--- src/rwhs_pkg.sv ---
// shared types and constants for the ray wall hit selector
package rwhs_pkg;

  // fixed point format and block size in pixels
  localparam int unsigned FRAC_BITS  = 8;
  localparam int unsigned BLOCK_SIZE = 64;
  localparam int unsigned BLK_SHIFT  = $clog2(BLOCK_SIZE) + FRAC_BITS;

  localparam int unsigned COORD_W = 24;
  localparam int unsigned POS_W   = 16;
  localparam int unsigned MAG_W   = 25;
  localparam int unsigned SQ_W    = 2 * MAG_W;
  localparam int unsigned SUM_W   = SQ_W + 1;
  localparam int unsigned RAD_W   = 52;
  localparam int unsigned ROOT_W  = RAD_W / 2;
  localparam int unsigned REM_W   = ROOT_W + 2;
  localparam int unsigned DIST_W  = 25;
  localparam int unsigned OFS_W   = 15;
  localparam int unsigned CELL_W  = 12;
  localparam int unsigned QUOT_W  = COORD_W - BLK_SHIFT;

  // output queue
  localparam int unsigned OQ_DEPTH = 32;
  localparam int unsigned OQ_PTR_W = $clog2(OQ_DEPTH);

  // request kinds
  localparam logic REQ_MAP_WRITE = 1'b0;
  localparam logic REQ_RAY       = 1'b1;

  // register indexes
  localparam logic [2:0] REG_PLAYER_X = 3'd0;
  localparam logic [2:0] REG_PLAYER_Y = 3'd1;
  localparam logic [2:0] REG_MAP_COLS = 3'd2;
  localparam logic [2:0] REG_MAP_ROWS = 3'd3;

  typedef enum logic [2:0] {
    SIDE_TOP    = 3'd0,
    SIDE_BOTTOM = 3'd1,
    SIDE_RIGHT  = 3'd2,
    SIDE_LEFT   = 3'd3,
    SIDE_DOOR   = 3'd4
  } side_e;

  typedef struct packed {
    logic [COORD_W-1:0] x;
    logic [COORD_W-1:0] y;
    logic [OFS_W-1:0]   ofs;
    side_e              side;
  } meta_t;

  typedef struct packed {
    logic [DIST_W-1:0] hit_dist;
    meta_t             meta;
  } result_t;

endpackage

--- src/rwhs_oq.sv ---
// output queue in flops, parts the pipeline from the consumer stall
module rwhs_oq (
  input  logic              clk_i,
  input  logic              rst_ni,
  input  logic              push_i,
  input  rwhs_pkg::result_t data_i,
  input  logic              pop_i,
  output logic              valid_o,
  output rwhs_pkg::result_t data_o
);

  rwhs_pkg::result_t                 buf_q [rwhs_pkg::OQ_DEPTH];
  logic [rwhs_pkg::OQ_PTR_W-1:0]     wptr_q, rptr_q;
  logic [rwhs_pkg::OQ_PTR_W:0]       count_q;

  always_ff @(posedge clk_i or negedge rst_ni) begin
    if (!rst_ni) begin
      wptr_q  <= '0;
      rptr_q  <= '0;
      count_q <= '0;
    end else begin
      if (push_i) begin
        wptr_q <= wptr_q + 1'b1;
      end
      if (pop_i) begin
        rptr_q <= rptr_q + 1'b1;
      end
      count_q <= count_q + (rwhs_pkg::OQ_PTR_W+1)'(push_i)
                         - (rwhs_pkg::OQ_PTR_W+1)'(pop_i);
    end
  end

  always_ff @(posedge clk_i) begin
    if (push_i) begin
      buf_q[wptr_q] <= data_i;
    end
  end

  assign valid_o = count_q != '0;
  assign data_o  = buf_q[rptr_q];

endmodule

--- config.mk ---
export PLATFORM = sky130hd
export DESIGN_NAME = rwhs_oq
export DESIGN_NICKNAME = d
export VERILOG_FILES = /design/src/rwhs_pkg.sv /design/src/rwhs_oq.sv
export SDC_FILE = /design/constraint.sdc
export NUM_CORES = 2
export LEC_CHECK = 0
export ABC_CLOCK_PERIOD_IN_PS = 8600
export BUFFER_PORTS_ARGS = -buffer_cell sky130_fd_sc_hd__buf_4
export CAP_MARGIN = 15
export CORE_ASPECT_RATIO = 1.75
export CORE_MARGIN = 5
export CORE_UTILIZATION = 50
export CTS_CLUSTER_DIAMETER = 80
export CTS_CLUSTER_SIZE = 14
export DETAILED_ROUTE_END_ITERATION = 8
export GPL_ROUTABILITY_DRIVEN = 1
export GPL_TIMING_DRIVEN = 0
export PLACE_DENSITY = 0.66
export SYNTH_ARGS = -nofsm -noshare
export SYNTH_HDL_FRONTEND = slang
export SYNTH_SLANG_ARGS = --single-unit
--- constraint.sdc ---
create_clock -name clk_i -period 8.6 [get_ports clk_i]
set_clock_uncertainty 0.15 [all_clocks]
set_input_delay 0.86 -clock clk_i [delete_from_list [all_inputs] [get_ports clk_i]]
set_output_delay 0.86 -clock clk_i [all_outputs]
set_load 0.05 [all_outputs]
### Word-level counts from Yosys, hierarchy flattened

Memory sizes are Yosys's and may differ from the RTL's.
Cells that the tools add are included.
Widths: inputs -> output; s select.

* bits of input ports: 95
* flip-flop bits (word level): 16
* memories: 1
* output and inout bits: 92
* memory bits (writable): 2912

Memories
* buf_q: words 32, bits a word 91, read ports 1, clocked after Yosys merged registers in 0, wr ports 1, line rwhs_oq.sv:12 `rwhs_pkg::result_t buf_q [rwhs_pkg::OQ_DEPTH];`

* add/sub/neg operators: 4
* reduce and logical (&&, ||, !) cells: 1
* mux-type cells: 2

Operators by type and width (count)
* $add 5x1->5 const B: 2
* $add 6x1->6: 1
* $reduce_bool 6->1: 1
* $sub 6x1->6: 1
* $mux 1: 2

### Logic depth before layout (Yosys ltp)

* word-level depth: 2
* depth in mapped cells: 10
* gate-level depth less buffers: 10

### Worst setup path before layout

OpenSTA, ideal clock, no wires.

* path kind: input -> register
* start: input push_i
* end: memory buf_q[3][0] (netlist name), enable pin
* stages: 4
* buffers on the path: 1
* arrival time: 7.683 ns
* setup slack: 0.115 ns
* cells stage by stage: clkbuf_1 -> nand2_1 -> or2_2 -> nor3_1

* word-level cells in the longest chain between the ends: 2

RTL lines
* from (decl): line rwhs_oq.sv:5 `input logic push_i,`
* $mux 1: line rwhs_oq.sv:34 `if (push_i) begin`
* $mux 1 (implied by the code): line rwhs_oq.sv:35 `buf_q[wptr_q] <= data_i;`
* to (decl): line rwhs_oq.sv:12

Every way passes these cells.

==> metrics.md <==
| Metric | Value |
|---|---|
| Data required time at the worst endpoint | `7.59 ns` |
| Largest area contributor in the netlist | `sky130_fd_sc_hd__edfxtp_1` |
| Hpwl dp | `212.9 mm` |
| Proportion of netlist area held by the largest area contributor | `79.01%` |
| Number of buffers inserted during clock tree synthesis | `235` |
| Final standard cell count with taps included and fillers excluded | `8454` |
| Core area | `220500 sq um` |
| Top post-synthesis cells by count | `2912 x sky130_fd_sc_hd__edfxtp_1, 568 x sky130_fd_sc_hd__mux4_2, 278 x sky130_fd_sc_hd__mux2i_1` |
| Routed length per instance | `36.26 microns` |
| VDD IR-drop max | `0.3887 mV` |
| Buffers on Ports | `186` |
| FMAX | `156.3 MHz` |
| Count of distinct cell types in the synthesized netlist | `44` |
| GRT Residual Overflow | `0` |
| CTS-repair resized insts | `0` |
| Y dimension of the die | `632.4 microns` |
| Number of instances in the placed design | `8163` |
| Largest cells by area after synthesis | `sky130_fd_sc_hd__edfxtp_1 79%, sky130_fd_sc_hd__mux4_2 12%, sky130_fd_sc_hd__mux2i_1 2.5%` |
| Post-layout nets | `5636` |
| Die ar. | `231200 sq um` |
| Max capacitance violation total | `0` |
| Residual antenna-violating net count after detailed routing | `0` |
| Overall power after layout | `41.55 mW` |
| Final Routed Wirelength | `306.5 mm` |
| Wire length of the first global-routing pass | `428.1 mm` |
| Number of detailed-routing iterations run before antenna repair | `5` |
| Final-layout setup total negative slack | `0 ns` |
| Seq cells post-synth | `2928` |
| Class of the most critical setup path | `flop to output pin` |
| Final Hold Violating Endpoints | `0` |
| Worst min-delay path category | `input pin to flop` |
| CTS H-tree depth | `4` |
| Max-slew violation count | `0` |
| Vias in the first global route | `57520` |
| Power density of the placed cells | `329.7 nW/um^2` |
| Worst-Skew Late Latency | `0.86 ns` |
| Routed vias/inst | `6.497` |
| Syn Std Cell Area | `110700 sq um` |
| FFs w/ async S/R, synth | `0.5464%` |
| Gp weighted congestion | `0.7716` |
| Fraction of layout instances using a drive strength above 1 | `26.90%` |
| Effective utilization at floorplan | `50.19%` |
| Most used flip-flop cell after synthesis | `sky130_fd_sc_hd__edfxtp_1` |
| Hold path startpoint | `push_i` |
| Vias after detailed routing | `54930` |
| Row count | `228` |
| Number of buffers on the longest clock path | `4` |
| Portion of the post-synthesis area used by sequential elements | `79.37%` |
| Synth Warn # | `0` |
| Critical path launch point | `rptr_q[2]` |
| Largest fanout of any net on the critical path | `10` |
| Kind of start point of the critical path | `flop` |
| Total of endpoints with negative setup slack in the final report | `0` |
| Final worst path period share | `74.41%` |
| Run status | `finished clean` |
| Max-Slew Margin vs Limit | `14.32%` |
| Synthesized netlist cell count | `4845` |
| Area Overhead vs Synth | `13.88%` |
| Unrepaired setup endpoints after global routing | `false` |
| Placement-stage worst setup slack | `3.158 ns` |
| Final-layout fill cell count | `15820` |
| Number of enable flip-flop cells after synthesis | `2912` |
| Pin count of the biggest net entering global routing | `33` |
| Launch instance of the worst register-to-register path | `wptr_q[0]` |
| Total DRC errors in the routed layout | `0` |
| Worst reg-to-reg setup slack | `4.96 ns` |
| Leak Pwr | `39.91 nW` |
| Pin slew with the least headroom to its limit | `1.285 ns` |
| Antenna violations before repair | `21` |
| Number of DRC markers after the initial detailed-route iteration | `6751` |
| Most used standard cell by instance count after synthesis | `sky130_fd_sc_hd__edfxtp_1` |
| Number of clock sinks | `2928` |
| Total nets after synthesis | `4954` |
| Chip width | `365.7 microns` |
| Crit path setup slack, layout | `2.200 ns` |
| Final worst path period need | `6.400 ns` |
| Total global-route track usage | `26.51%` |
| Clock tree root buffer cell | `sky130_fd_sc_hd__clkbuf_16` |
| Mapped Avg Cell Area | `22.84 sq um` |
| Kind of capture point of the worst setup path | `output pin` |
| Clock tree from TritonCTS | `yes` |
| I/O pin count | `187` |
| Clk slew on worst S/H paths | `0.07 ns` |
| Arrival @ worst endpoint | `5.39 ns` |
## flip-flops by register name, summed over array words and instances (netlist names)
signal   cells
wptr_q       5
buf_q     2912
rptr_q       5
count_q      6
## critical path: stages (launching register included)
cell and delay [ns]:
sky130_fd_sc_hd__dfrtp_1 0.45, sky130_fd_sc_hd__buf_2 0.22, sky130_fd_sc_hd__nor2_2 0.85, sky130_fd_sc_hd__buf_2 0.49, sky130_fd_sc_hd__clkbuf_1 0.87, sky130_fd_sc_hd__a22oi_1 0.28
sky130_fd_sc_hd__a211oi_1 1.00, sky130_fd_sc_hd__buf_4 0.35
## cell type report
cell class                 instances  area [sq um]  share of cell area (%)
timing repair buffer             445          5354                   4.248
buffer                           282          1555                   1.234
clock buffer                     272          6105                   4.843
multi-input combinational       1620         21440                   17.01
tap                             2875          3597                   2.854
clock inverter                     4         53.80                 0.04269
sequential                      2928         87840                   69.69
antenna                           13         32.53                 0.02581
inverter                          15         56.30                 0.04467
## path summary, 6_finish.rpt
path | end | cells past startpoint
worst min-delay path | count_q[0] | 2
worst max register to register | buf_q[26][25] | 9
max in group asynchronous | wptr_q[2] | 2
worst min register to register | wptr_q[0] | 1
min in group asynchronous | count_q[5] | 2
worst max-delay path | data_o[79] | 7
## through the flow
stage               hold WS, ns  util [%]  cell area, sq um
global route            0.09361     57.14            126000
global placement         0.4031     52.46            115700
floorplan                0.3615         -            110700
finish                   0.1089     57.16            126000
detailed placement       0.4249     54.34            119800
CTS                     0.06812     57.14            126000
## cell families (layout without fill, tap and decap cells)
group                    after synthesis  in the layout  share of synthesized area [%]
adder cells (fa/ha/maj)               14             14                         0.1651
buffers and inverters                297           1018                          1.454
AO/OA/AOI/OAI                        593            593                          3.945
AND/OR/NAND/NOR                      115            115                         0.4884
other                                  0             13                              0
XOR/XNOR                               9              9                        0.07121
multiplexers                         889            889                          14.51
flip-flops                          2928           2928                          79.37
## where the power goes
| part | switching [mW] | internal, mW |
|---|---|---|
| logic | 9.84 | 5.38 |
| clock network | 4.68 | 4.93 |
| registers | 0.173 | 16.6 |
| total | 14.7 | 26.9 |
## layer usage
layer	vias to the layer above	global-route usage (%)	routed length, microns
met1	29200	30.86	101300
met5	-	0	92
met2	2942	47.65	163900
met4	16	12.23	16840
li1	22030	-	-
met3	736	4.875	24410
## layout by cell type, fill, tap and decap left out, types with 14 or more instances in the layout
cell,count
sky130_fd_sc_hd__a31oi_1,21
sky130_fd_sc_hd__o22ai_1,187
sky130_fd_sc_hd__buf_8,14
sky130_fd_sc_hd__a221o_1,21
sky130_fd_sc_hd__nand2_1,36
sky130_fd_sc_hd__o221a_2,21
sky130_fd_sc_hd__mux4_2,568
sky130_fd_sc_hd__nor2_4,21
sky130_fd_sc_hd__buf_4,249
sky130_fd_sc_hd__a21oi_1,29
sky130_fd_sc_hd__a211oi_1,128
sky130_fd_sc_hd__mux2_2,43
sky130_fd_sc_hd__a22oi_1,82
sky130_fd_sc_hd__buf_1,15
sky130_fd_sc_hd__a22o_1,58
sky130_fd_sc_hd__buf_6,163
sky130_fd_sc_hd__edfxtp_1,2912
sky130_fd_sc_hd__dfrtp_1,16
sky130_fd_sc_hd__buf_2,58
sky130_fd_sc_hd__clkbuf_1,159
sky130_fd_sc_hd__buf_12,82
sky130_fd_sc_hd__buf_16,19
sky130_fd_sc_hd__clkbuf_16,239
sky130_fd_sc_hd__o221ai_1,38
sky130_fd_sc_hd__mux2i_1,278
sky130_fd_sc_hd__inv_1,15
## repair_timing
item / CTS / global route
hold buffers: 1 / 0
endpoints found under the setup margin: 0 / 0
buffers inserted: 0 / 0
hold endpoints to repair: 16 / 0
(Power assumes the default switching activity.)
