**src/rwhs_pkg.sv**
```systemverilog
// shared types and constants for the ray wall hit selector
package rwhs_pkg;

  // fixed point format and block size in pixels
  localparam int unsigned FRAC_BITS  = 8;
  localparam int unsigned BLOCK_SIZE = 64;
  localparam int unsigned BLK_SHIFT  = $clog2(BLOCK_SIZE) + FRAC_BITS;

  localparam int unsigned COORD_W = 24;
  localparam int unsigned POS_W   = 16;
  localparam int unsigned MAG_W   = 25;
  localparam int unsigned SQ_W    = 2 * MAG_W;
  localparam int unsigned SUM_W   = SQ_W + 1;
  localparam int unsigned RAD_W   = 52;
  localparam int unsigned ROOT_W  = RAD_W / 2;
  localparam int unsigned REM_W   = ROOT_W + 2;
  localparam int unsigned DIST_W  = 25;
  localparam int unsigned OFS_W   = 15;
  localparam int unsigned CELL_W  = 12;
  localparam int unsigned QUOT_W  = COORD_W - BLK_SHIFT;

  // output queue
  localparam int unsigned OQ_DEPTH = 32;
  localparam int unsigned OQ_PTR_W = $clog2(OQ_DEPTH);

  // request kinds
  localparam logic REQ_MAP_WRITE = 1'b0;
  localparam logic REQ_RAY       = 1'b1;

  // register indexes
  localparam logic [2:0] REG_PLAYER_X = 3'd0;
  localparam logic [2:0] REG_PLAYER_Y = 3'd1;
  localparam logic [2:0] REG_MAP_COLS = 3'd2;
  localparam logic [2:0] REG_MAP_ROWS = 3'd3;

  typedef enum logic [2:0] {
    SIDE_TOP    = 3'd0,
    SIDE_BOTTOM = 3'd1,
    SIDE_RIGHT  = 3'd2,
    SIDE_LEFT   = 3'd3,
    SIDE_DOOR   = 3'd4
  } side_e;

  typedef struct packed {
    logic [COORD_W-1:0] x;
    logic [COORD_W-1:0] y;
    logic [OFS_W-1:0]   ofs;
    side_e              side;
  } meta_t;

  typedef struct packed {
    logic [DIST_W-1:0] hit_dist;
    meta_t             meta;
  } result_t;

endpackage

```
**src/rwhs_sqrt.sv**
```systemverilog
// pipelined integer square root, one result bit per stage, with side payload
module rwhs_sqrt (
  input  logic                           clk_i,
  input  logic                           rst_ni,
  input  logic                           valid_i,
  input  logic [rwhs_pkg::RAD_W-1:0]     rad_i,
  input  rwhs_pkg::meta_t                meta_i,
  output logic                           valid_o,
  output logic [rwhs_pkg::ROOT_W-1:0]    root_o,
  output rwhs_pkg::meta_t                meta_o
);

  localparam int unsigned STEPS = rwhs_pkg::ROOT_W;

  logic                          valid_q [STEPS+1];
  logic [rwhs_pkg::RAD_W-1:0]    rad_q   [STEPS+1];
  logic [rwhs_pkg::REM_W-1:0]    rem_q   [STEPS+1];
  logic [rwhs_pkg::ROOT_W-1:0]   root_q  [STEPS+1];
  rwhs_pkg::meta_t               meta_q  [STEPS+1];

  assign valid_q[0] = valid_i;
  assign rad_q[0]   = rad_i;
  assign rem_q[0]   = '0;
  assign root_q[0]  = '0;
  assign meta_q[0]  = meta_i;

  for (genvar i = 0; i < STEPS; i++) begin : g_step
    logic [rwhs_pkg::REM_W-1:0] rem_sh;
    logic [rwhs_pkg::REM_W-1:0] trial;
    logic                       fits;

    always_comb begin
      rem_sh = {rem_q[i][rwhs_pkg::REM_W-3:0], rad_q[i][rwhs_pkg::RAD_W-1 -: 2]};
      trial  = {root_q[i], 2'b01};
      fits   = rem_sh >= trial;
    end

    always_ff @(posedge clk_i or negedge rst_ni) begin
      if (!rst_ni) begin
        valid_q[i+1] <= 1'b0;
      end else begin
        valid_q[i+1] <= valid_q[i];
      end
    end

    always_ff @(posedge clk_i) begin
      rad_q[i+1]  <= rad_q[i] << 2;
      rem_q[i+1]  <= fits ? rem_sh - trial : rem_sh;
      root_q[i+1] <= {root_q[i][rwhs_pkg::ROOT_W-2:0], fits};
      meta_q[i+1] <= meta_q[i];
    end
  end

  assign valid_o = valid_q[STEPS];
  assign root_o  = root_q[STEPS];
  assign meta_o  = meta_q[STEPS];

endmodule

```
**config.mk**
```make
export PLATFORM = sky130hd
export DESIGN_NAME = rwhs_sqrt
export DESIGN_NICKNAME = d
export VERILOG_FILES = /design/src/rwhs_pkg.sv /design/src/rwhs_sqrt.sv
export SDC_FILE = /design/constraint.sdc
export NUM_CORES = 2
export LEC_CHECK = 0
export BUFFER_PORTS_ARGS = -buffer_cell sky130_fd_sc_hd__buf_4
export CAP_MARGIN = 20
export CORE_ASPECT_RATIO = 0.7
export CORE_MARGIN = 1.5
export CORE_UTILIZATION = 50
export DETAILED_ROUTE_END_ITERATION = 10
export GPL_TIMING_DRIVEN = 0
export PLACE_DENSITY_LB_ADDON = 0.3
export SLEW_MARGIN = 30
export SYNTH_ARGS = -nofsm -noshare
export SYNTH_HDL_FRONTEND = slang
export SYNTH_SLANG_ARGS = --single-unit
```
**constraint.sdc**
```tcl
create_clock -name clk_i -period 2.8 [get_ports clk_i]
set_input_delay 0.42 -clock clk_i [delete_from_list [all_inputs] [get_ports clk_i]]
set_output_delay 0.42 -clock clk_i [all_outputs]
set_load 0.01 [all_outputs]
```
After elaboration in Yosys (flattened, before gate mapping)
Cells that the tools add are included.

word-level totals
  input bits = 121
  output and inout bits = 93
  flip-flop bits (word level) = 3370

operators by class
  order comparisons = 26
  $add $sub $neg = 25
  muxes and demuxes = 25

operators by type and width
  kind              count
  $mux 26           24
  $ge 28x10->1      1
  $ge 28x11->1      1
  $ge 28x12->1      1
  $ge 28x13->1      1
  $ge 28x14->1      1
  $ge 28x15->1      1
  $ge 28x16->1      1
  $ge 28x17->1      1
  $ge 28x18->1      1
  $ge 28x19->1      1
  $ge 28x20->1      1
  $ge 28x21->1      1
  $ge 28x22->1      1
  $ge 28x23->1      1
  $ge 28x24->1      1
  $ge 28x25->1      1
  $ge 28x26->1      1
  $ge 28x27->1      1
  $ge 28x3->1       1
  $ge 28x4->1       1
  $ge 28x5->1       1
  $ge 28x6->1       1
  $ge 28x7->1       1
  29 further kinds  29

Depth between registers and ports, before layout
  word-level depth = 2
  depth in mapped cells = 14

Least setup slack after synthesis
OpenSTA, ideal clock, no wires.

  path kind = flip-flop to flip-flop
  from = register root_q (netlist bit g_step[24].trial[2])
  to = register rem_q (netlist bit g_step[25].rem_sh[9])
  arrival time = 2.758 ns
  setup slack = -0.079 ns
  period minus slack after synthesis = 2.879 ns
  cell stages (with the launch flop) = 13
  buffers on the path = 1
  setup time = 0.121 ns
  cell sequence = dfxtp_1 -> inv_1 -> ha_1 -> nor2b_1 -> o31ai_1 -> a21oi_1 -> a221o_1 -> a221oi_1 -> nor3_1 -> o21ai_0 -> a22o_1 -> buf_2 -> mux2_2

between the ends
  cells in the longest elaborated chain, start to end = 2
  elaborated cells between the ends (all ways) = 3
  classes of those cells = add/sub (1); order compare (1); mux (1)

RTL lines
  item                                            RTL line                          text
  start: declaration                              rwhs_sqrt.sv:18                   logic [rwhs_pkg::ROOT_W-1:0] root_q [STEPS+1];
  start signal: indexed assignment                rwhs_sqrt.sv:49                   root_q[i+1] <= {root_q[i][rwhs_pkg::ROOT_W-2:0], fits};
  $sub 26x26->26 or $ge 28x26->1 (tied branches)  rwhs_sqrt.sv:48, rwhs_sqrt.sv:35
  $mux 26 (*)                                     rwhs_sqrt.sv:48                   rem_q[i+1] <= fits ? rem_sh - trial : rem_sh;
  end signal: indexed assignment                  rwhs_sqrt.sv:48
  end: declaration                                rwhs_sqrt.sv:17                   logic [rwhs_pkg::REM_W-1:0] rem_q [STEPS+1];

Every way passes the cells marked *; elsewhere a longest branch is shown, timed or not.
A chain may end at the register's enable or synchronous reset.

Worst setup path in the final report
  from = register root_q (netlist bit g_step[3].trial[4])
  to = register rem_q (netlist bit g_step[4].rem_sh[23])

between the ends
  cells in the longest elaborated chain, start to end = 2
  elaborated cells between the ends (all ways) = 3
  classes of those cells = add/sub (1); order compare (1); mux (1)

RTL lines
  item                                          RTL line
  $sub 26x5->26 or $ge 28x5->1 (tied branches)  rwhs_sqrt.sv:48, rwhs_sqrt.sv:35
  $mux 26 (*)                                   rwhs_sqrt.sv:48

Marks and branches as above.

==> run metrics <==
status=finished, violations left; failing checks=negative setup slack; Post-DP HPWL=111000 µm; RSZ-0062 raised after global routing=true; final wirelength=175000 µm; H-tree levels=5; number of fill cells=13900; GRT overflow=0; area leader, netlist=dfxtp_1; syn nets=7968; sequential area share after synthesis=0.718; max-cap violations=0; core region area=186000 µm²; Synth cell types=90; Pwr Density=979 nW/µm²; number of buffer cells added on primary ports=213; clock buffer depth=4; antenna violations before repair=6; Pre-antenna DRT Iters=5; DRC viols=0; I/O pins=214; Leak=52.2 nW; Worst Reg-to-Reg Cells=11; synth cell count leaders=dfxtp_1 (3332), inv_1 (486), ha_1 (379), nand2_1 (367), a21oi_1 (339); Wirelength per Cell=15.9 µm; first-pass GRT wire length=273000 µm; Post-synth EDFFs=0; worst clock skew=0.0550 ns; Mapped Area=93800 µm²; final hold viol count=0; Total GRT Usage=0.177; TritonCTS Sinks=3358; Avg Synthesized Cell Area=12.6 µm²; Root Driver=clkbuf_16; chip height=365 µm; share of cells above drive strength 1=0.220; initial core utilization=0.505; Clock Latency Late Sink=0.82 ns; TritonCTS buffer count=298; Synth area leaders=dfxtp_1 (71%), ha_1 (5.1%), xnor2_1 (2.4%); setup ws final=-0.262 ns; Yosys top cell area share=0.712; Rel. slew slack=0.409; clk slew on worst S/H paths=0.07 ns; antenna-violating nets left=0; fmax=327 MHz; via count=52700; fin cells=11000; Final period util=1.09; setup violators final=104; CP startpoint kind=flip-flop; WS Path Type=reg -> reg; Seq cells post-synth=3358; hold crit path type=in -> async; Placement Setup Slack=-1.39 ns; worst reg2reg startpoint=g_step[3].trial[4]; vias per cell=4.79; initial DRC count=3038; Worst-Margin Slew=0.877 ns; maximum vdd ir drop=0.833 mV; Post-Synthesis Cells=7468; # nets final=8806; die area=190000 µm²; R2R Setup Slk=-0.26 ns; CP endpoint kind=flip-flop; Async S/R FF share, synth=0.00774; number of global-route vias before repair=52000; overall power=114 mW; register area=67500 µm²; reg2reg end=g_step[4].rem_sh[23]; dpl cells=10200; TritonCTS clock tree=built; final-report max-slew violation count=0; DIE WIDTH=521 µm; post-layout minimum cycle time=3.06 ns; most frequent cell after synthesis=dfxtp_1; multi-input combinational cell area=27900 µm²; CP required=3.51 ns; ys flop type=dfxtp_1; critical path arrival=3.77 ns; num rows=132; Area Overhead vs Synth=24.6%; largest net degree at the start of global routing=27; Synth Warn #=0; global placement routability congestion=0.897; Max FO, Critical Path=3
registers in the layout (all words and copies together), names as in the netlist:
name / cells
meta_q: 1650
g_step.rem_sh: 665
rad_q: 600
g_step.trial: 325
meta_o: 66
root_o: 26
valid_q: 25
valid_o: 1
report_power, final:
| part | leakage [nW] | internal [mW] | total [mW] | switching, mW |
|---|---|---|---|---|
| clock network | 5.02 | 24.4 | 41.7 | 17.2 |
| registers | 28.3 | 53.1 | 56.7 | 3.62 |
| logic | 18.9 | 7.69 | 16.0 | 8.32 |
| total | 52.2 | 85.2 | 114 | 29.2 |
worst max-delay path: stages, from the launching register on:
cell and delay, ns:
dfxtp_2 0.34, inv_2 0.04, ha_4 0.25, nand4_1 0.14, or4_4 0.49, and3_4 0.23
nand3_2 0.05, nand4_1 0.16, or3_4 0.41, or3_4 0.36, or3_1 0.33, xnor2_1 0.13
placed cells by master (no fill, tap or decap), types with 84 or more instances in the layout:
cell              n
nand2_1         300
clkbuf_16       319
ha_1            277
dfxtp_1        3243
nor2_1          287
nor3_1          101
a21oi_1         260
buf_4           468
inv_1           458
o21ai_0         178
o21ai_2          84
dlygate4sd3_1   121
xor2_1          240
a21o_1          143
xnor2_1         251
per-layer routing:
layer	vias up	GRT usage	wire [µm]
met5	-	0	16
met4	2	0.0503	3950
met3	311	0.0334	9830
met2	1127	0.261	73100
met1	24800	0.263	88100
li1	26500	-	-
stage by stage:
stage	util	cell area (µm²)	hold slack [ns]	TNS (ns)
2_1_floorplan	-	93800	0.124	-0.0714
3_3_place_gp	0.531	98500	0.309	-269.67
3_5_place_dp	0.531	98500	0.312	-284.78
4_1_cts	0.612	114000	0.00352	-3.88
5_1_grt	0.629	117000	0.0551	-22.54
6_report	0.629	117000	0.0693	-8.13
how the worst max path moves through the flow:
stage	slack (ns)	end	start	cells past startpoint
after global routing	-0.34	g_step[4].rem_sh[23]	g_step[3].trial[4]	11
after CTS	-0.27	g_step[4].rem_sh[23]	g_step[3].rem_sh[2]	10
after detailed placement	-1.39	g_step[24].rem_sh[26]	g_step[23].rem_sh[0]	13
final	-0.26	g_step[4].rem_sh[23]	g_step[3].trial[4]	11
after global placement	-1.36	g_step[20].rem_sh[19]	g_step[19].rem_sh[0]	14
after floorplan	-0.06	g_step[25].rem_sh[9]	g_step[24].trial[2]	12
cell type report:
class,instances,area share
clock buffer,413,0.0736
multi-input combinational,3455,0.239
clock inverter,116,0.0137
tap,2479,0.0265
buffer,149,0.0121
timing repair buffer,557,0.0415
antenna,1,0.0000214
sequential,3358,0.578
inverter,487,0.0158
kinds of logic (layout without fill, tap and decap cells):
kind of cell / count (synthesis) / in the layout / synth area share
DFF: 3358 / 3358 / 0.718
AOI/OAI and AO/OA: 1118 / 1118 / 0.0735
other: 1 / 2 / 0.0000400
xor gates and xnor gates: 501 / 501 / 0.0469
adders and majority gates: 379 / 379 / 0.0506
and+or+nand+nor: 1397 / 1397 / 0.0742
muxes: 59 / 59 / 0.00706
buffers and inverters: 655 / 1722 / 0.0293
what timing repair did:
| action | CTS | global route |
|---|---|---|
| buffers inserted | 126 | 84 |
| hold buffers | 121 | 0 |
| endpoints found under the hold margin | 146 | 0 |
| gates cloned | 9 | 9 |
| pin swaps | 148 | 238 |
| gates resized for setup | 658 | 645 |
| endpoints found under the setup margin | 528 | 489 |
No activity file was read; power rests on OpenSTA's default activity.
